[src/hw/rtl/proximity_velocity_damper_assert.svh]
// ----------------------------------------------------------------------------
// Assertion macros for the proximity velocity damper
// Implication checks, active in simulation and empty when SYNTH is set.
// ----------------------------------------------------------------------------
`ifndef PROXIMITY_VELOCITY_DAMPER_ASSERT_SVH
`define PROXIMITY_VELOCITY_DAMPER_ASSERT_SVH
`ifndef SYNTH
// same-cycle implication
`define PVD_ASSERT_IMPL(lbl, clk, rst, ante, cons) \
   lbl: assert property (@(posedge clk) disable iff (rst) (ante) |-> (cons)) \
      else $error("pvd: same-cycle check failed");
// next-cycle implication
`define PVD_ASSERT_NEXT(lbl, clk, rst, ante, cons) \
   lbl: assert property (@(posedge clk) disable iff (rst) (ante) |=> (cons)) \
      else $error("pvd: next-cycle check failed");
`else
`define PVD_ASSERT_IMPL(lbl, clk, rst, ante, cons)
`define PVD_ASSERT_NEXT(lbl, clk, rst, ante, cons)
`endif
`endif

[src/hw/rtl/pvd_pkg.sv]
// ----------------------------------------------------------------------------
// pvd_pkg
// Shared types, constants and the band factor table of the damper.
// ----------------------------------------------------------------------------
package pvd_pkg;

   localparam int COLUMNS_DEF     = 13;
   localparam int WINDOW_DEF      = 5;
   localparam int COUNT_WIDTH_DEF = 16;

   localparam int BANDS      = 3;
   localparam int TABLE_COLS = 13;
   localparam int REG_W      = 16;
   localparam int CSR_IDX_W  = 3;
   localparam int COL_IDX_W  = 6;
   localparam int FACTOR_W   = 10;
   localparam int SCAN_SUM_W = 16;
   localparam int Q15_W      = 17;
   localparam int DATA_W     = 48;

   localparam logic [Q15_W-1:0] ONE_Q15 = 17'h08000;
   localparam logic [REG_W-1:0] IDX_MAX = 16'hFFFF;

   localparam logic [REG_W-1:0] SPS_RESET  = 16'd720;
   localparam logic [REG_W-1:0] FAR_RESET  = 16'd3000;
   localparam logic [REG_W-1:0] MID_RESET  = 16'd2000;
   localparam logic [REG_W-1:0] NEAR_RESET = 16'd1000;
   localparam logic [REG_W-1:0] HCM_RESET  = 16'd3;

   typedef enum logic [CSR_IDX_W-1:0] {
      CSR_SAMPLES_PER_SCAN = 3'd0,
      CSR_FAR_LIMIT        = 3'd1,
      CSR_MID_LIMIT        = 3'd2,
      CSR_NEAR_LIMIT       = 3'd3,
      CSR_HIT_COUNT_MIN    = 3'd4
   } csr_index_type;

   typedef enum logic [1:0] {
      BAND_FAR  = 2'd0,
      BAND_MID  = 2'd1,
      BAND_NEAR = 2'd2
   } band_type;

   typedef enum logic {
      FUNC_RANGE    = 1'b0,
      FUNC_VELOCITY = 1'b1
   } func_type;

   typedef enum logic {
      KIND_REPORT   = 1'b0,
      KIND_VELOCITY = 1'b1
   } kind_type;

   typedef enum logic [3:0] {
      ST_IDLE,
      ST_BIN_MUL,
      ST_BIN_STEP,
      ST_BIN_WRITE,
      ST_WALK,
      ST_WALK_DRAIN,
      ST_WIN,
      ST_DIV_MUL,
      ST_DIV_FIX,
      ST_VEL_MUL,
      ST_EMIT
   } ctrl_state_type;

   typedef struct packed {
      logic load;
      logic col_mul;
      logic col_step;
      logic cell_write;
      logic walk_start;
      logic walk_step;
      logic win_update;
      logic div_mul;
      logic div_fix;
      logic vel_mul;
      logic emit;
   } ctrl_cmd_type;

   typedef struct packed {
      logic scan_end;
      logic walk_last;
      logic need_div;
      logic avg_ready;
      logic out_free;
   } ctrl_stat_type;

   // Q1.15 factors, rows far / middle / near
   localparam logic [FACTOR_W-1:0] FACTOR_TABLE [BANDS][TABLE_COLS] = '{
      '{10'd0, 10'd0, 10'd0, 10'd328, 10'd655, 10'd655, 10'd983,
        10'd655, 10'd655, 10'd328, 10'd0, 10'd0, 10'd0},
      '{10'd0, 10'd0, 10'd0, 10'd328, 10'd328, 10'd655, 10'd655,
        10'd655, 10'd328, 10'd328, 10'd0, 10'd0, 10'd0},
      '{10'd0, 10'd0, 10'd0, 10'd0, 10'd328, 10'd328, 10'd655,
        10'd328, 10'd328, 10'd0, 10'd0, 10'd0, 10'd0}
   };

   // columns past the table carry no factor
   function automatic logic [FACTOR_W-1:0] band_factor(input logic [1:0] band,
                                                       input logic [COL_IDX_W-1:0] col);
      logic [FACTOR_W-1:0] f;
      f = '0;
      if (band < 2'(BANDS) && col < COL_IDX_W'(TABLE_COLS)) begin
         f = FACTOR_TABLE[band][col[3:0]];
      end
      return f;
   endfunction

endpackage

[src/hw/rtl/pvd_ram.sv]
// ----------------------------------------------------------------------------
// pvd_ram
// Generic single-write, single-read RAM with registered read data.
// ----------------------------------------------------------------------------
module pvd_ram #(
   parameter int WIDTH = pvd_pkg::COUNT_WIDTH_DEF,
   parameter int DEPTH = pvd_pkg::BANDS * pvd_pkg::COLUMNS_DEF
) (
   input  logic                     clock,
   input  logic                     wr_en,
   input  logic [$clog2(DEPTH)-1:0] wr_addr,
   input  logic [WIDTH-1:0]         wr_data,
   input  logic [$clog2(DEPTH)-1:0] rd_addr,
   output logic [WIDTH-1:0]         rd_data
);

   logic [WIDTH-1:0] mem_ff [DEPTH];
   logic [WIDTH-1:0] rd_data_ff;

   always_ff @(posedge clock) begin
      if (wr_en) begin
         mem_ff[wr_addr] <= wr_data;
      end
      rd_data_ff <= mem_ff[rd_addr];
   end

   assign rd_data = rd_data_ff;

endmodule

[src/hw/rtl/pvd_ctrl.sv]
// ----------------------------------------------------------------------------
// pvd_ctrl
// Sequencer: bins a sample, walks the histogram at scan end, updates the
// average, scales velocity commands and issues results.
// ----------------------------------------------------------------------------
`include "proximity_velocity_damper_assert.svh"

module pvd_ctrl (
   input  logic                   clock,
   input  logic                   reset,
   input  logic                   req_tvalid,
   input  logic                   req_func,
   output logic                   req_tready,
   output pvd_pkg::ctrl_cmd_type  cmd,
   input  pvd_pkg::ctrl_stat_type stat
);

   pvd_pkg::ctrl_state_type state_ff, state_in;

   always_ff @(posedge clock) begin
      if (reset) begin
         state_ff <= pvd_pkg::ST_IDLE;
      end else begin
         state_ff <= state_in;
      end
   end

   always_comb begin
      state_in   = state_ff;
      cmd        = '0;
      req_tready = 1'b0;
      case (state_ff)
         pvd_pkg::ST_IDLE: begin
            req_tready = 1'b1;
            if (req_tvalid) begin
               cmd.load = 1'b1;
               if (req_func == pvd_pkg::FUNC_VELOCITY) begin
                  // drop commands until the average is primed
                  if (stat.avg_ready) begin
                     state_in = pvd_pkg::ST_VEL_MUL;
                  end
               end else begin
                  state_in = pvd_pkg::ST_BIN_MUL;
               end
            end
         end
         pvd_pkg::ST_BIN_MUL: begin
            cmd.col_mul = 1'b1;
            state_in    = pvd_pkg::ST_BIN_STEP;
         end
         pvd_pkg::ST_BIN_STEP: begin
            cmd.col_step = 1'b1;
            state_in     = pvd_pkg::ST_BIN_WRITE;
         end
         pvd_pkg::ST_BIN_WRITE: begin
            cmd.cell_write = 1'b1;
            if (stat.scan_end) begin
               cmd.walk_start = 1'b1;
               state_in       = pvd_pkg::ST_WALK;
            end else begin
               state_in = pvd_pkg::ST_IDLE;
            end
         end
         pvd_pkg::ST_WALK: begin
            cmd.walk_step = 1'b1;
            if (stat.walk_last) begin
               state_in = pvd_pkg::ST_WALK_DRAIN;
            end
         end
         pvd_pkg::ST_WALK_DRAIN: begin
            state_in = pvd_pkg::ST_WIN;
         end
         pvd_pkg::ST_WIN: begin
            cmd.win_update = 1'b1;
            state_in       = stat.need_div ? pvd_pkg::ST_DIV_MUL : pvd_pkg::ST_EMIT;
         end
         pvd_pkg::ST_DIV_MUL: begin
            cmd.div_mul = 1'b1;
            state_in    = pvd_pkg::ST_DIV_FIX;
         end
         pvd_pkg::ST_DIV_FIX: begin
            cmd.div_fix = 1'b1;
            state_in    = pvd_pkg::ST_EMIT;
         end
         pvd_pkg::ST_VEL_MUL: begin
            cmd.vel_mul = 1'b1;
            state_in    = pvd_pkg::ST_EMIT;
         end
         pvd_pkg::ST_EMIT: begin
            // hold until the output register can take the item
            if (stat.out_free) begin
               cmd.emit = 1'b1;
               state_in = pvd_pkg::ST_IDLE;
            end
         end
         default: begin
            state_in = pvd_pkg::ST_IDLE;
         end
      endcase
   end

   `PVD_ASSERT_IMPL(a_emit_free, clock, reset, cmd.emit, stat.out_free)
   `PVD_ASSERT_IMPL(a_walk_last_in_walk, clock, reset, stat.walk_last, state_ff == pvd_pkg::ST_WALK)

endmodule

[src/hw/rtl/pvd_datapath.sv]
// ----------------------------------------------------------------------------
// pvd_datapath
// Registers, histogram store, column walk, moving average and scaling.
// ----------------------------------------------------------------------------
`include "proximity_velocity_damper_assert.svh"

module pvd_datapath #(
   parameter int COLUMNS     = pvd_pkg::COLUMNS_DEF,
   parameter int WINDOW      = pvd_pkg::WINDOW_DEF,
   parameter int COUNT_WIDTH = pvd_pkg::COUNT_WIDTH_DEF
) (
   input  logic                              clock,
   input  logic                              reset,
   input  logic                              csr_we,
   input  logic [pvd_pkg::CSR_IDX_W-1:0]     csr_index,
   input  logic [pvd_pkg::REG_W-1:0]         csr_wdata,
   input  logic                              in_func,
   input  logic                              in_last,
   input  logic [pvd_pkg::REG_W-1:0]         in_range,
   input  logic signed [pvd_pkg::REG_W-1:0]  in_linear,
   input  logic signed [pvd_pkg::REG_W-1:0]  in_angular,
   input  pvd_pkg::ctrl_cmd_type             cmd,
   output pvd_pkg::ctrl_stat_type            stat,
   input  logic                              rsp_tready,
   output logic                              rsp_tvalid,
   output logic [pvd_pkg::DATA_W-1:0]        rsp_tdata,
   output logic                              rsp_tuser
);

   localparam int COL_W   = $clog2(COLUMNS);
   localparam int COLP1_W = $clog2(COLUMNS + 1);
   localparam int MUL_W   = pvd_pkg::REG_W + COLP1_W;
   localparam int CELLS   = pvd_pkg::BANDS * COLUMNS;
   localparam int ADDR_W  = $clog2(CELLS);
   localparam int FILL_W  = $clog2(WINDOW + 1);
   localparam int SUM_W   = $clog2(WINDOW * 32768 + 1);
   localparam int RECIP_W = SUM_W + 1;
   localparam int PROD_W  = SUM_W + RECIP_W;
   localparam int CMP_W   = (COUNT_WIDTH > pvd_pkg::REG_W) ? COUNT_WIDTH : pvd_pkg::REG_W;
   localparam int VPROD_W = 2 * pvd_pkg::REG_W + 1;
   localparam int RW      = pvd_pkg::REG_W;

   localparam logic [COUNT_WIDTH-1:0] COUNT_MAX = '1;
   localparam logic [COL_W-1:0]       LAST_COL  = COL_W'(COLUMNS - 1);
   localparam logic [MUL_W-1:0]       COLUMNS_M = MUL_W'(COLUMNS);
   localparam logic [RECIP_W-1:0]     RECIP     = RECIP_W'((64'd1 << SUM_W) / WINDOW);

   // configuration
   logic [RW-1:0] sps_ff, sps_in, far_ff, far_in, mid_ff, mid_in;
   logic [RW-1:0] near_ff, near_in, hcm_ff, hcm_in;

   // captured item
   logic                 func_ff, func_in, last_ff, last_in;
   logic [RW-1:0]        range_ff, range_in;
   logic signed [RW-1:0] lin_ff, lin_in, ang_ff, ang_in;

   // binning
   logic [MUL_W-1:0]  lhs_ff, lhs_in, rhs_ff, rhs_in;
   pvd_pkg::band_type band_ff, band_in;
   logic              skip_ff, skip_in;
   logic [RW-1:0]     idx_ff, idx_in;
   logic [COL_W-1:0]  col_ff, col_in, col_next;
   logic              adv;
   logic [ADDR_W-1:0] cell_addr_ff, cell_addr_in, cell_addr_calc;
   logic [CELLS-1:0]  hist_valid_ff, hist_valid_in;
   logic              rd_valid_ff, rd_valid_in;

   // histogram store access
   logic                   ram_we;
   logic [ADDR_W-1:0]      ram_raddr, walk_addr;
   logic [COUNT_WIDTH-1:0] ram_rdata, cell_count, cell_inc;

   // column walk
   logic [COL_W-1:0]          walk_col_ff, walk_col_in, ev_col_ff, ev_col_in;
   pvd_pkg::band_type         walk_band_ff, walk_band_in, ev_band_ff, ev_band_in;
   logic                      ev_v_ff, ev_v_in, hit_ff, hit_in, hit_now, qualify;
   logic [pvd_pkg::SCAN_SUM_W-1:0] scan_sum_ff, scan_sum_in;
   logic [pvd_pkg::Q15_W-1:0] scan_q15;
   logic [RW-1:0]             scan_value;

   // moving average
   logic [RW-1:0]     win_ff [WINDOW];
   logic [RW-1:0]     win_in [WINDOW];
   logic [FILL_W-1:0] fill_ff, fill_in;
   logic              ready_ff, ready_in;
   logic [SUM_W-1:0]  wsum_ff, wsum_in;
   logic [RW-1:0]     avg_ff, avg_in;
   logic [PROD_W-1:0] div_prod_ff, div_prod_in;
   logic [SUM_W-1:0]  q0, q0_times, rem, q_fix;

   // velocity scaling
   logic signed [VPROD_W-1:0] lin_prod_ff, lin_prod_in, ang_prod_ff, ang_prod_in;
   logic signed [RW:0]        avg_s;

   // output register
   logic                      rsp_valid_ff, rsp_valid_in, rsp_kind_ff, rsp_kind_in;
   logic [pvd_pkg::DATA_W-1:0] rsp_data_ff, rsp_data_in;
   logic [RW-1:0]             lin_out, ang_out;

   // ---------------- configuration ----------------
   always_comb begin
      sps_in  = sps_ff;
      far_in  = far_ff;
      mid_in  = mid_ff;
      near_in = near_ff;
      hcm_in  = hcm_ff;
      if (csr_we) begin
         case (csr_index)
            pvd_pkg::CSR_SAMPLES_PER_SCAN: sps_in  = csr_wdata;
            pvd_pkg::CSR_FAR_LIMIT:        far_in  = csr_wdata;
            pvd_pkg::CSR_MID_LIMIT:        mid_in  = csr_wdata;
            pvd_pkg::CSR_NEAR_LIMIT:       near_in = csr_wdata;
            pvd_pkg::CSR_HIT_COUNT_MIN:    hcm_in  = csr_wdata;
            default: begin
            end
         endcase
      end
   end

   // ---------------- item capture and binning ----------------
   always_comb begin
      func_in  = cmd.load ? in_func    : func_ff;
      last_in  = cmd.load ? in_last    : last_ff;
      range_in = cmd.load ? in_range   : range_ff;
      lin_in   = cmd.load ? in_linear  : lin_ff;
      ang_in   = cmd.load ? in_angular : ang_ff;
   end

   always_comb begin
      lhs_in  = lhs_ff;
      rhs_in  = rhs_ff;
      band_in = band_ff;
      skip_in = skip_ff;
      if (cmd.col_mul) begin
         lhs_in  = MUL_W'(idx_ff) * COLUMNS_M;
         rhs_in  = (MUL_W'(col_ff) + MUL_W'(1)) * MUL_W'(sps_ff);
         skip_in = (range_ff == '0) || (range_ff > far_ff);
         if (range_ff > mid_ff) begin
            band_in = pvd_pkg::BAND_FAR;
         end else if (range_ff > near_ff) begin
            band_in = pvd_pkg::BAND_MID;
         end else begin
            band_in = pvd_pkg::BAND_NEAR;
         end
      end
   end

   assign adv            = (lhs_ff > rhs_ff) && (col_ff != LAST_COL);
   assign col_next       = col_ff + COL_W'(adv);
   assign cell_addr_calc = ADDR_W'(32'(band_ff) * COLUMNS + 32'(col_next));
   assign walk_addr      = ADDR_W'(32'(walk_band_ff) * COLUMNS + 32'(walk_col_ff));

   assign cell_count = rd_valid_ff ? ram_rdata : '0;
   assign cell_inc   = (cell_count == COUNT_MAX) ? cell_count : cell_count + 1'b1;
   assign ram_we     = cmd.cell_write && !skip_ff;
   assign ram_raddr  = cmd.walk_step ? walk_addr : cell_addr_calc;
   assign rd_valid_in = hist_valid_ff[ram_raddr];

   always_comb begin
      idx_in        = idx_ff;
      col_in        = col_ff;
      cell_addr_in  = cell_addr_ff;
      hist_valid_in = hist_valid_ff;
      if (cmd.col_step) begin
         col_in       = col_next;
         cell_addr_in = cell_addr_calc;
         if (idx_ff != pvd_pkg::IDX_MAX) begin
            idx_in = idx_ff + 1'b1;
         end
      end
      if (cmd.win_update) begin
         // scan closed: clear histogram and position
         idx_in        = '0;
         col_in        = '0;
         hist_valid_in = '0;
      end else if (ram_we) begin
         hist_valid_in[cell_addr_ff] = 1'b1;
      end
   end

   pvd_ram #(
      .WIDTH (COUNT_WIDTH),
      .DEPTH (CELLS)
   ) u_hist_ram (
      .clock   (clock),
      .wr_en   (ram_we),
      .wr_addr (cell_addr_ff),
      .wr_data (cell_inc),
      .rd_addr (ram_raddr),
      .rd_data (ram_rdata)
   );

   // ---------------- column walk ----------------
   // near band first; once a band qualifies, it and every farther band add
   always_comb begin
      walk_col_in  = walk_col_ff;
      walk_band_in = walk_band_ff;
      if (cmd.walk_start) begin
         walk_col_in  = '0;
         walk_band_in = pvd_pkg::BAND_NEAR;
      end else if (cmd.walk_step) begin
         if (walk_band_ff == pvd_pkg::BAND_FAR) begin
            walk_band_in = pvd_pkg::BAND_NEAR;
            walk_col_in  = (walk_col_ff == LAST_COL) ? '0 : walk_col_ff + 1'b1;
         end else begin
            walk_band_in = pvd_pkg::band_type'(walk_band_ff - 2'd1);
         end
      end
   end

   assign ev_v_in    = cmd.walk_step;
   assign ev_band_in = walk_band_ff;
   assign ev_col_in  = walk_col_ff;
   assign qualify    = CMP_W'(cell_count) >= CMP_W'(hcm_ff);
   assign hit_now    = qualify || ((ev_band_ff != pvd_pkg::BAND_NEAR) && hit_ff);

   always_comb begin
      hit_in      = hit_ff;
      scan_sum_in = scan_sum_ff;
      if (cmd.walk_start) begin
         hit_in      = 1'b0;
         scan_sum_in = '0;
      end else if (ev_v_ff) begin
         hit_in = hit_now;
         if (hit_now) begin
            scan_sum_in = scan_sum_ff + pvd_pkg::SCAN_SUM_W'(
               pvd_pkg::band_factor(ev_band_ff, pvd_pkg::COL_IDX_W'(ev_col_ff)));
         end
      end
   end

   assign scan_q15   = (pvd_pkg::Q15_W'(scan_sum_ff) >= pvd_pkg::ONE_Q15) ? '0
                     : pvd_pkg::ONE_Q15 - pvd_pkg::Q15_W'(scan_sum_ff);
   assign scan_value = scan_q15[RW-1:0];

   // ---------------- moving average ----------------
   always_comb begin
      win_in   = win_ff;
      fill_in  = fill_ff;
      ready_in = ready_ff;
      wsum_in  = wsum_ff;
      if (cmd.win_update) begin
         if (!ready_ff && fill_ff == FILL_W'(WINDOW)) begin
            ready_in = 1'b1;
         end else begin
            for (int i = 0; i < WINDOW - 1; i++) begin
               win_in[i] = win_ff[i + 1];
            end
            win_in[WINDOW - 1] = scan_value;
            if (ready_ff) begin
               wsum_in = wsum_ff - SUM_W'(win_ff[0]) + SUM_W'(scan_value);
            end else begin
               fill_in = fill_ff + 1'b1;
               wsum_in = wsum_ff + SUM_W'(scan_value);
            end
         end
      end
   end

   // floor(sum / WINDOW): reciprocal estimate, then one correction
   assign div_prod_in = cmd.div_mul ? PROD_W'(wsum_ff) * PROD_W'(RECIP) : div_prod_ff;
   assign q0          = SUM_W'(div_prod_ff[PROD_W-1:SUM_W]);
   assign q0_times    = q0 * SUM_W'(WINDOW);
   assign rem         = wsum_ff - q0_times;
   assign q_fix       = (rem >= SUM_W'(WINDOW)) ? q0 + 1'b1 : q0;
   assign avg_in      = cmd.div_fix ? q_fix[RW-1:0] : avg_ff;

   // ---------------- velocity scaling ----------------
   assign avg_s = signed'({1'b0, avg_ff});

   always_comb begin
      lin_prod_in = lin_prod_ff;
      ang_prod_in = ang_prod_ff;
      if (cmd.vel_mul) begin
         lin_prod_in = VPROD_W'(lin_ff) * VPROD_W'(avg_s);
         ang_prod_in = VPROD_W'(ang_ff) * VPROD_W'(avg_s);
      end
   end

   // ---------------- output register ----------------
   assign lin_out = (func_ff == pvd_pkg::FUNC_VELOCITY) ? lin_prod_ff[2*RW-2:RW-1] : '0;
   assign ang_out = (func_ff == pvd_pkg::FUNC_VELOCITY) ? ang_prod_ff[2*RW-2:RW-1] : '0;

   always_comb begin
      rsp_valid_in = rsp_valid_ff;
      rsp_kind_in  = rsp_kind_ff;
      rsp_data_in  = rsp_data_ff;
      if (rsp_valid_ff && rsp_tready) begin
         rsp_valid_in = 1'b0;
      end
      if (cmd.emit) begin
         rsp_valid_in = 1'b1;
         rsp_kind_in  = (func_ff == pvd_pkg::FUNC_VELOCITY) ? pvd_pkg::KIND_VELOCITY
                                                            : pvd_pkg::KIND_REPORT;
         rsp_data_in  = {ang_out, lin_out, avg_ff};
      end
   end

   assign rsp_tvalid = rsp_valid_ff;
   assign rsp_tuser  = rsp_kind_ff;
   assign rsp_tdata  = rsp_data_ff;

   assign stat.scan_end  = last_ff;
   assign stat.walk_last = (walk_col_ff == LAST_COL) && (walk_band_ff == pvd_pkg::BAND_FAR);
   assign stat.need_div  = ready_ff || (fill_ff == FILL_W'(WINDOW));
   assign stat.avg_ready = ready_ff;
   assign stat.out_free  = !rsp_valid_ff || rsp_tready;

   // ---------------- registers ----------------
   always_ff @(posedge clock) begin
      if (reset) begin
         sps_ff        <= pvd_pkg::SPS_RESET;
         far_ff        <= pvd_pkg::FAR_RESET;
         mid_ff        <= pvd_pkg::MID_RESET;
         near_ff       <= pvd_pkg::NEAR_RESET;
         hcm_ff        <= pvd_pkg::HCM_RESET;
         idx_ff        <= '0;
         col_ff        <= '0;
         hist_valid_ff <= '0;
         walk_col_ff   <= '0;
         walk_band_ff  <= pvd_pkg::BAND_NEAR;
         ev_v_ff       <= 1'b0;
         fill_ff       <= '0;
         ready_ff      <= 1'b0;
         wsum_ff       <= '0;
         avg_ff        <= '0;
         rsp_valid_ff  <= 1'b0;
      end else begin
         sps_ff        <= sps_in;
         far_ff        <= far_in;
         mid_ff        <= mid_in;
         near_ff       <= near_in;
         hcm_ff        <= hcm_in;
         idx_ff        <= idx_in;
         col_ff        <= col_in;
         hist_valid_ff <= hist_valid_in;
         walk_col_ff   <= walk_col_in;
         walk_band_ff  <= walk_band_in;
         ev_v_ff       <= ev_v_in;
         fill_ff       <= fill_in;
         ready_ff      <= ready_in;
         wsum_ff       <= wsum_in;
         avg_ff        <= avg_in;
         rsp_valid_ff  <= rsp_valid_in;
      end
   end

   always_ff @(posedge clock) begin
      func_ff      <= func_in;
      last_ff      <= last_in;
      range_ff     <= range_in;
      lin_ff       <= lin_in;
      ang_ff       <= ang_in;
      lhs_ff       <= lhs_in;
      rhs_ff       <= rhs_in;
      band_ff      <= band_in;
      skip_ff      <= skip_in;
      cell_addr_ff <= cell_addr_in;
      rd_valid_ff  <= rd_valid_in;
      ev_band_ff   <= ev_band_in;
      ev_col_ff    <= ev_col_in;
      hit_ff       <= hit_in;
      scan_sum_ff  <= scan_sum_in;
      win_ff       <= win_in;
      div_prod_ff  <= div_prod_in;
      lin_prod_ff  <= lin_prod_in;
      ang_prod_ff  <= ang_prod_in;
      rsp_kind_ff  <= rsp_kind_in;
      rsp_data_ff  <= rsp_data_in;
   end

   `PVD_ASSERT_IMPL(a_ready_full, clock, reset, ready_ff, fill_ff == FILL_W'(WINDOW))
   `PVD_ASSERT_IMPL(a_avg_q15, clock, reset, 1'b1, pvd_pkg::Q15_W'(avg_ff) <= pvd_pkg::ONE_Q15)
   `PVD_ASSERT_NEXT(a_scan_clear, clock, reset, cmd.win_update, idx_ff == '0 && hist_valid_ff == '0)

endmodule

[src/hw/rtl/proximity_velocity_damper.sv]
// ----------------------------------------------------------------------------
// proximity_velocity_damper
// Proximity histogram over angular columns and distance bands, averaged into
// a speed factor that scales velocity commands.
// ----------------------------------------------------------------------------
// Range sample: four steps (capture, column multiply, cell read, cell write),
//   set by the read-modify-write of the histogram RAM; one item at a time.
// Scan end: the histogram is walked one cell per cycle, then the average is
//   updated (with the divide once the window is full) and the report issued.
// Velocity command: captured, scaled and emitted before the next item; a
//   dropped one yields no result. Reset: synchronous, no clearing pass.
// ----------------------------------------------------------------------------
module proximity_velocity_damper #(
   parameter int COLUMNS     = pvd_pkg::COLUMNS_DEF,
   parameter int WINDOW      = pvd_pkg::WINDOW_DEF,
   parameter int COUNT_WIDTH = pvd_pkg::COUNT_WIDTH_DEF
) (
   input  logic                          clock,
   input  logic                          reset,
   // input items
   input  logic                          req_tvalid,
   output logic                          req_tready,
   input  logic [pvd_pkg::DATA_W-1:0]    req_tdata,  // range_mm, linear_in, angular_in
   input  logic                          req_tuser,  // func
   input  logic                          req_tlast,  // last_sample
   // result items
   output logic                          rsp_tvalid,
   input  logic                          rsp_tready,
   output logic [pvd_pkg::DATA_W-1:0]    rsp_tdata,  // damping_factor, linear_out, angular_out
   output logic                          rsp_tuser,  // kind
   // configuration writes
   input  logic                          csr_we,
   input  logic [pvd_pkg::CSR_IDX_W-1:0] csr_index,
   input  logic [pvd_pkg::REG_W-1:0]     csr_wdata
);

   localparam int RW = pvd_pkg::REG_W;

   pvd_pkg::ctrl_cmd_type  cmd;
   pvd_pkg::ctrl_stat_type stat;

   logic [RW-1:0]        in_range;
   logic signed [RW-1:0] in_linear, in_angular;

   // unpack the item payload, lowest field first
   assign in_range   = req_tdata[RW-1:0];
   assign in_linear  = signed'(req_tdata[2*RW-1:RW]);
   assign in_angular = signed'(req_tdata[3*RW-1:2*RW]);

   // sequencer: one item at a time; the output register lets it take the
   // next item while a finished result still waits downstream
   pvd_ctrl u_ctrl (
      .clock      (clock),
      .reset      (reset),
      .req_tvalid (req_tvalid),
      .req_func   (req_tuser),
      .req_tready (req_tready),
      .cmd        (cmd),
      .stat       (stat)
   );

   // datapath: registers, histogram RAM, walk, average, scaling, output
   pvd_datapath #(
      .COLUMNS     (COLUMNS),
      .WINDOW      (WINDOW),
      .COUNT_WIDTH (COUNT_WIDTH)
   ) u_datapath (
      .clock      (clock),
      .reset      (reset),
      .csr_we     (csr_we),
      .csr_index  (csr_index),
      .csr_wdata  (csr_wdata),
      .in_func    (req_tuser),
      .in_last    (req_tlast),
      .in_range   (in_range),
      .in_linear  (in_linear),
      .in_angular (in_angular),
      .cmd        (cmd),
      .stat       (stat),
      .rsp_tready (rsp_tready),
      .rsp_tvalid (rsp_tvalid),
      .rsp_tdata  (rsp_tdata),
      .rsp_tuser  (rsp_tuser)
   );

endmodule
[config.mk]
export PLATFORM = sky130hd
export DESIGN_NAME = proximity_velocity_damper
export DESIGN_NICKNAME = d
export VERILOG_FILES = /design/src/hw/rtl/pvd_pkg.sv /design/src/hw/rtl/pvd_ram.sv /design/src/hw/rtl/pvd_ctrl.sv /design/src/hw/rtl/pvd_datapath.sv /design/src/hw/rtl/proximity_velocity_damper.sv
export VERILOG_INCLUDE_DIRS = /design/src /design/src/hw/rtl
export SDC_FILE = /design/constraint.sdc
export NUM_CORES = 2
export LEC_CHECK = 0
export BUFFER_PORTS_ARGS = -buffer_cell sky130_fd_sc_hd__buf_4
export CORE_ASPECT_RATIO = 0.75
export CORE_UTILIZATION = 55
export DETAILED_ROUTE_END_ITERATION = 8
export GPL_TIMING_DRIVEN = 0
export PLACE_DENSITY = 0.71
export SYNTH_ARGS = -nofsm -noshare
export SYNTH_HDL_FRONTEND = slang
export SYNTH_SLANG_ARGS = --single-unit
[constraint.sdc]
create_clock -name clock -period 8.95 [get_ports clock]
set_input_delay 0.4475 -clock clock [delete_from_list [all_inputs] [get_ports clock]]
set_output_delay 0.4475 -clock clock [all_outputs]
set_load 0.005 [all_outputs]
# == Word level (Yosys, flattened, before mapping) ==
# Memories as Yosys holds them, arrays and structs flattened. A register that Yosys moved wholly into a read port is not among the register bits.
# Cells that the tools add are included.
# W data, S select, Z words.
# word_totals
reg_bits,535
ram_bits,624
input_bits,74
out_inout_bits,51
elab_cells,196
mem_count,1
# classes
n_addsub,16
n_mul,8
order_cmp,14
n_eq_ne,24
muxes,50
bitwise,5
reduce_logical,35
# mem_list
memory,depth,word_bits,rd,rd_ports_with_merged_regs,wr,line_no,rtl
u_datapath.u_hist_ram.mem_ff,39,16,1,1,1,pvd_ram.sv:17,logic [WIDTH-1:0] mem_ff [DEPTH];
# ops
operator,count
$bmux W130 S2,1
$mux W130,2
$mux W16,4
$mul A16 B17 Y31,2
$mux W10,6
$add A16 B1 Y16 const B,3
$gt A16 B16 Y1,3
$bmux W10 S4,1
$pmux W4 S10,1
$or A39 B39 Y39,1
$add A18 B16 Y18,2
$mul A18 B14 Y32 const B,1
$mux W4,7
$gt A20 B20 Y1,1
$mul A16 B4 Y20 const B,1
$mul A20 B16 Y20,1
$mux W1,20
$reduce_and A2 Y1,10
$ge A18 B3 Y1 const B,1
$mul A16 B3 Y18 const B,1
$mux W18,1
$sub A18 B16 Y18,1
$sub A18 B18 Y18,1
$add A16 B10 Y16,1
other kinds (47),79

# == Logic depth before layout (Yosys ltp) ==
# logic_depth
ltp_word,12
mapped_depth,28
mapped_depth_nobuf,26

# == Modules after synthesis ==
# A second synthesis with hierarchy kept.
# hier_totals
hier_cells,6430
hier_area_um2,74078.5
# by_module_without_submodules
module,n_inst,cells_each,area_each_um2,seq_area_each_um2
pvd_datapath,1,5044,48577.8,12472.0
pvd_ram,1,1335,25124.1,19058.3
pvd_ctrl,1,51,376.6,80.1

# == Worst setup path before layout ==
# OpenSTA, ideal clock, no wires.
# synth_path
path_type,reg-to-reg
from,register u_datapath.lin_ff[1]
to,register u_datapath.lin_prod_ff[30] (data pin)
setup_time_ns,0.260
arrival_ns,6.035
required_ns,8.690
path_slack_ns,2.655
stages_incl_launch_ff,23
n_path_buf,1
synth_period_minus_slack_ns,6.295
cell_sequence,edfxtp_1 > clkbuf_1 > nand2_1 > fa_1 > fa_1 > fa_1 > inv_1 > fa_1 > fa_1 > inv_1 > fa_1 > inv_1 > ha_1 > nand4_1 > nor3_1 > a211oi_1 > o21ai_0 > a21oi_1 > o21ai_0 > o41ai_1 > a21oi_1 > a21oi_1 > xnor2_1
# synth_between
elab_chain_cells,1
# synth_rtl
item,line_no,rtl
"start, declared",pvd_datapath.sv:55,"logic signed [RW-1:0] lin_ff, lin_in, ang_ff, ang_in;"
"start signal, assigned",pvd_datapath.sv:352,lin_ff <= lin_in;
$mul A16 B17 Y31,pvd_datapath.sv:275,lin_prod_in = VPROD_W'(lin_ff) * VPROD_W'(avg_s);
"end signal, assigned",pvd_datapath.sv:366,lin_prod_ff <= lin_prod_in;
"end, declared",pvd_datapath.sv:92,"logic signed [VPROD_W-1:0] lin_prod_ff, lin_prod_in, ang_prod_ff, ang_prod_in;"
# Every way passes these cells.
# A chain may end at the register's enable or synchronous reset.

# == Worst setup path in the final report ==
# layout_path
from,register u_datapath.avg_ff[0]
to,register u_datapath.ang_prod_ff[30] (data pin)
# layout_between
elab_chain_cells,1
# layout_rtl
item,line_no,rtl
"start, declared",pvd_datapath.sv:87,"logic [RW-1:0] avg_ff, avg_in;"
"start signal, assigned",pvd_datapath.sv:343,avg_ff <= avg_in;
$mul A16 B17 Y31,pvd_datapath.sv:276,ang_prod_in = VPROD_W'(ang_ff) * VPROD_W'(avg_s);
"end signal, assigned",pvd_datapath.sv:367,ang_prod_ff <= ang_prod_in;
"end, declared",pvd_datapath.sv:92,
# Every way passes these cells.

==> results.sh <==
export IMPL_drt_iter0_markers=5227
export IMPL_dieHeight_um=316
export IMPL_fmax_ghz=0.119
export IMPL_place_port_buffers=122
export IMPL_power_density_nw_per_um2=326
export IMPL_routed_wire_length_per_instance_um=22.4
export IMPL_rrSetupSlack_ns=0.56
export IMPL_crit_chain="clkbuf_2 -> clkbuf_1 -> nand2_1 -> fa_1 -> inv_1 -> fa_1 -> inv_1 -> fa_1 -> inv_1 -> fa_1 -> fa_1 -> inv_1 -> fa_1 -> inv_1 -> ha_1 -> nand2_1 -> o21ai_0 -> o21ba_2 -> o41ai_1 -> nand4_1 -> nand3_1 -> a311oi_1 -> o21ai_0 -> xnor2_1"
export IMPL_timing_worst_setup_path_type="register to register"
export IMPL_rsz0062_at_grt="false"
export IMPL_layout_min_cycle_time_ns=8.39
export IMPL_grtUsageTotal=0.283
export IMPL_synth_top_cells_by_area="sky130_fd_sc_hd__edfxtp_1 37%, sky130_fd_sc_hd__fa_1 15%, sky130_fd_sc_hd__ha_1 10%"
export IMPL_drive_gt1_frac=0.0967
export IMPL_relSlewSlack=0.147
export IMPL_worst_pin_slew_ns=1.28
export IMPL_worst_setup_path_endpoint="u_datapath.ang_prod_ff[30]"
export IMPL_yosysTopAreaCellShare=0.373
export IMPL_timing_critical_path_mode_cell="sky130_fd_sc_hd__fa_1"
export IMPL_timing_max_transition_violations_final=0
export IMPL_fp_dieArea_um2=133000
export IMPL_number_of_gates_on_the_worst_path_with_buffers_counted=24
export IMPL_post_synth_top_flop="sky130_fd_sc_hd__edfxtp_1"
export IMPL_synth_seq_area_share=0.437
export IMPL_report_final_hold_viol_count=0
export IMPL_synthesis_area_per_instance_um2=11.9
export IMPL_vias=48000
export IMPL_grt_first_pass_wirelength_mm=286
export IMPL_clock_tree_htree_level_count=3
export IMPL_power_leakage_uw=0.0341
export IMPL_critical_path_n_buffers_inverters=7
export IMPL_fp_coreArea_um2=130000
export IMPL_total_gr_overflow=0
export IMPL_r2r_cells=24
export IMPL_synth_largest_area_cell="sky130_fd_sc_hd__edfxtp_1"
export IMPL_place_inst=8022
export IMPL_core_rowCount=114
export IMPL_dpl_hpwl_mm=140
export IMPL_postRouteWirelength_mm=186
export IMPL_ioPinCount=125
export IMPL_crit_arrival_ns=8.85
export IMPL_start_kind="register"
export IMPL_status="complete, no violations"
export IMPL_r2r_end="u_datapath.ang_prod_ff[30]"
export IMPL_drt_drc_violations_left=0
export IMPL_fin_nets=7689
export IMPL_syn_inst=6102
export IMPL_cts_path_max_buffers=3
export IMPL_grt_start_max_net_pins=63
export IMPL_ant_nets=0
export IMPL_setup_tns_ns=0
export IMPL_clockRootBuffer="sky130_fd_sc_hd__clkbuf_16"
export IMPL_cp_slowest_cell="sky130_fd_sc_hd__o41ai_1"
export IMPL_synth_enable_flop_cells=900
export IMPL_via_count_of_the_first_global_routing_pass=48000
export IMPL_crit_startpoint="u_datapath.avg_ff[0]"
export IMPL_yosysWarnings=0
export IMPL_finalSetupViolCount=0
export IMPL_setup_worst_path_end_class="register"
export IMPL_critical_path_max_fanout=10
export IMPL_ys_types=78
export IMPL_worst_hold_path_type="input pin to register"
export IMPL_final_instance_count_excl_fill=8305
export IMPL_number_of_antenna_violations_at_the_first_check_in_global_routing=10
export IMPL_clk_insertion_delay_late_ns=0.73
export IMPL_postSynthRegisterBits=1129
export IMPL_cts_buffers_inserted=109
export IMPL_finalWeightedCongestion=1.05
export IMPL_final_cell_area_um2=81100
export IMPL_critical_path_reg2reg_startpoint="u_datapath.avg_ff[0]"
export IMPL_finalCritPeriodShare=0.937
export IMPL_max_cap_violations=0
export IMPL_largest_stage_delay_on_the_critical_path_ns=0.94
export IMPL_chipWidth_um=421
export IMPL_clkSlewWorstSetupHoldPaths_ns=0.06
export IMPL_vdd_ir_drop_max_v=0.000285
export IMPL_critical_path_top_delay_family="adder cells"
export IMPL_fin_hold_ws_ns=0.157
export IMPL_count_leader_synth="sky130_fd_sc_hd__edfxtp_1"
export IMPL_postSynthNetCount=7332
export IMPL_postPlaceCellArea_um2=76700
export IMPL_synth_cells_most_frequent="900 x sky130_fd_sc_hd__edfxtp_1, 898 x sky130_fd_sc_hd__inv_1, 600 x sky130_fd_sc_hd__ha_1"
export IMPL_synth_async_sr_flop_share=0
export IMPL_cp_data_required_time_ns=9.41
export IMPL_fillers=10100
export IMPL_clock_sinks=1129
export IMPL_detail_route_vias_per_cell=5.77
export IMPL_post_synth_instance_area_um2=72400
export IMPL_worst_clock_skew_ns=0.0291
export IMPL_tritoncts="done"
export IMPL_area_growth_syn_to_layout_pct=12.0
export IMPL_initial_core_util=0.558
export IMPL_detail_route_first_pass_iterations=7
==> worst min-delay path by stage <==
| stage | startpoint | end | slack, ns | cells past startpoint |
|---|---|---|---|---|
| finish | csr_index[1] | u_datapath.mid_ff[0] | 0.16 | 5 |
| global route | csr_index[1] | u_datapath.mid_ff[0] | 0.15 | 5 |
| CTS | csr_index[1] | u_datapath.mid_ff[0] | 0.11 | 5 |
| detailed placement | u_datapath.win_ff[19] | u_datapath.win_ff[35] | 0.40 | 0 |
| global placement | u_datapath.win_ff[28] | u_datapath.win_ff[44] | 0.40 | 0 |
| floorplan | u_datapath.ev_col_in[0] | u_datapath.ev_col_ff[0] | 0.38 | 0 |
==> report_power, final <==
| part | switching (µW) | total [µW] | internal [µW] |
|---|---|---|---|
| Clock | 2080 | 4800 | 2720 |
| Combinational | 8800 | 14600 | 5790 |
| Sequential | 462 | 7000 | 6540 |
| Total | 11300 | 26400 | 15100 |
==> logic make-up after synthesis <==
group | share of synthesized area
buffers and inverters | 0.0599
xor gates and xnor gates | 0.0222
DFF | 0.437
adders and majority gates | 0.257
AOI/OAI and AO/OA | 0.0609
and+or+nand+nor | 0.107
muxes | 0.0560
==> worst register-to-register path, cell delays in order, from the launching register on <==
cell                       delay (ns)
sky130_fd_sc_hd__dfxtp_1         0.71
sky130_fd_sc_hd__clkbuf_2        0.55
sky130_fd_sc_hd__clkbuf_1        0.73
sky130_fd_sc_hd__nand2_1         0.19
sky130_fd_sc_hd__fa_1            0.41
sky130_fd_sc_hd__inv_1           0.07
sky130_fd_sc_hd__fa_1            0.15
sky130_fd_sc_hd__inv_1           0.05
sky130_fd_sc_hd__fa_1            0.47
sky130_fd_sc_hd__inv_1           0.05
sky130_fd_sc_hd__fa_1            0.49
sky130_fd_sc_hd__fa_1            0.49
sky130_fd_sc_hd__inv_1           0.05
sky130_fd_sc_hd__fa_1            0.47
sky130_fd_sc_hd__inv_1           0.04
sky130_fd_sc_hd__ha_1            0.32
sky130_fd_sc_hd__nand2_1         0.06
sky130_fd_sc_hd__o21ai_0         0.47
sky130_fd_sc_hd__o21ba_2         0.26
sky130_fd_sc_hd__o41ai_1         0.94
sky130_fd_sc_hd__nand4_1         0.31
sky130_fd_sc_hd__nand3_1         0.23
sky130_fd_sc_hd__a311oi_1        0.20
sky130_fd_sc_hd__o21ai_0         0.25
sky130_fd_sc_hd__xnor2_1         0.15
==> cell type report <==
class / count / area (µm²) / area share
Multi-Input combinational cell: 3852 / 36700 / 0.453
Sequential cell: 1129 / 31600 / 0.390
Inverter: 899 / 3370 / 0.0416
Clock buffer: 154 / 3060 / 0.0378
Timing Repair Buffer: 246 / 2510 / 0.0309
Tap cell: 1740 / 2180 / 0.0268
Buffer: 222 / 966 / 0.0119
Clock inverter: 53 / 647 / 0.00798
Antenna cell: 10 / 25.0 / 0.000309
==> through the flow <==
stage / utilization / total power, µW / worst slack, ns
after floorplan: - / 16700 / 2.66
after global placement: 0.582 / 20900 / -0.234
after detailed placement: 0.591 / 21300 / 0.167
after CTS: 0.624 / 26300 / 0.141
after global routing: 0.625 / 28100 / 0.219
final: 0.625 / 26400 / 0.562
==> flip-flops by register name, summed over array words and instances, names as in the netlist, 18 cells and up <==
| name | count |
|---|---|
| u_datapath.u_hist_ram.mem_ff | 624 |
| u_datapath.rsp_tdata | 48 |
| u_datapath.lhs_ff | 20 |
| u_datapath.rhs_ff | 20 |
| u_datapath.hist_valid_ff | 39 |
| u_datapath.wsum_ff | 18 |
| u_datapath.win_ff | 80 |
==> metal layers <==
layer / GRT usage / routed length, µm / vias to the layer above
met5: 0 / 149 / -
met4: 0.0756 / 4870 / 2
met3: 0.0711 / 20000 / 281
met2: 0.409 / 78000 / 2125
met1: 0.425 / 82900 / 24000
li1: - / - / 21500
==> cells in the final DEF (no fill, tap or decap), drive strengths merged, types with 24 or more instances in the layout <==
cell         netlist  routed
and3              28      28
inv              898     905
a311oi            24      24
o21a              30      30
o21ai            100     100
edfxtp           900     900
buf               48     228
a21o              56      56
ha               600     600
a211oi           110     110
clkinv             1      30
nand3             76      76
o211ai            28      28
nand2b            49      49
dlygate4sd3        0      66
fa               556     556
a21oi            237     237
nand4             30      30
nor2             331     331
mux4             153     153
and2             296     296
clkbuf           174     328
dfxtp            229     229
mux2i             58      58
or3               24      24
xnor2            128     128
nand2            584     584
xor2              53      53
nor3              47      47
nor2b             84      84
==> repair_timing <==
item,CTS,global route
hold endpoints to repair,110,0
hold buffers,66,0
buffers inserted,0,0
setup endpoints to repair,0,4
gates resized for setup,0,4
(Power assumes the default switching activity.)
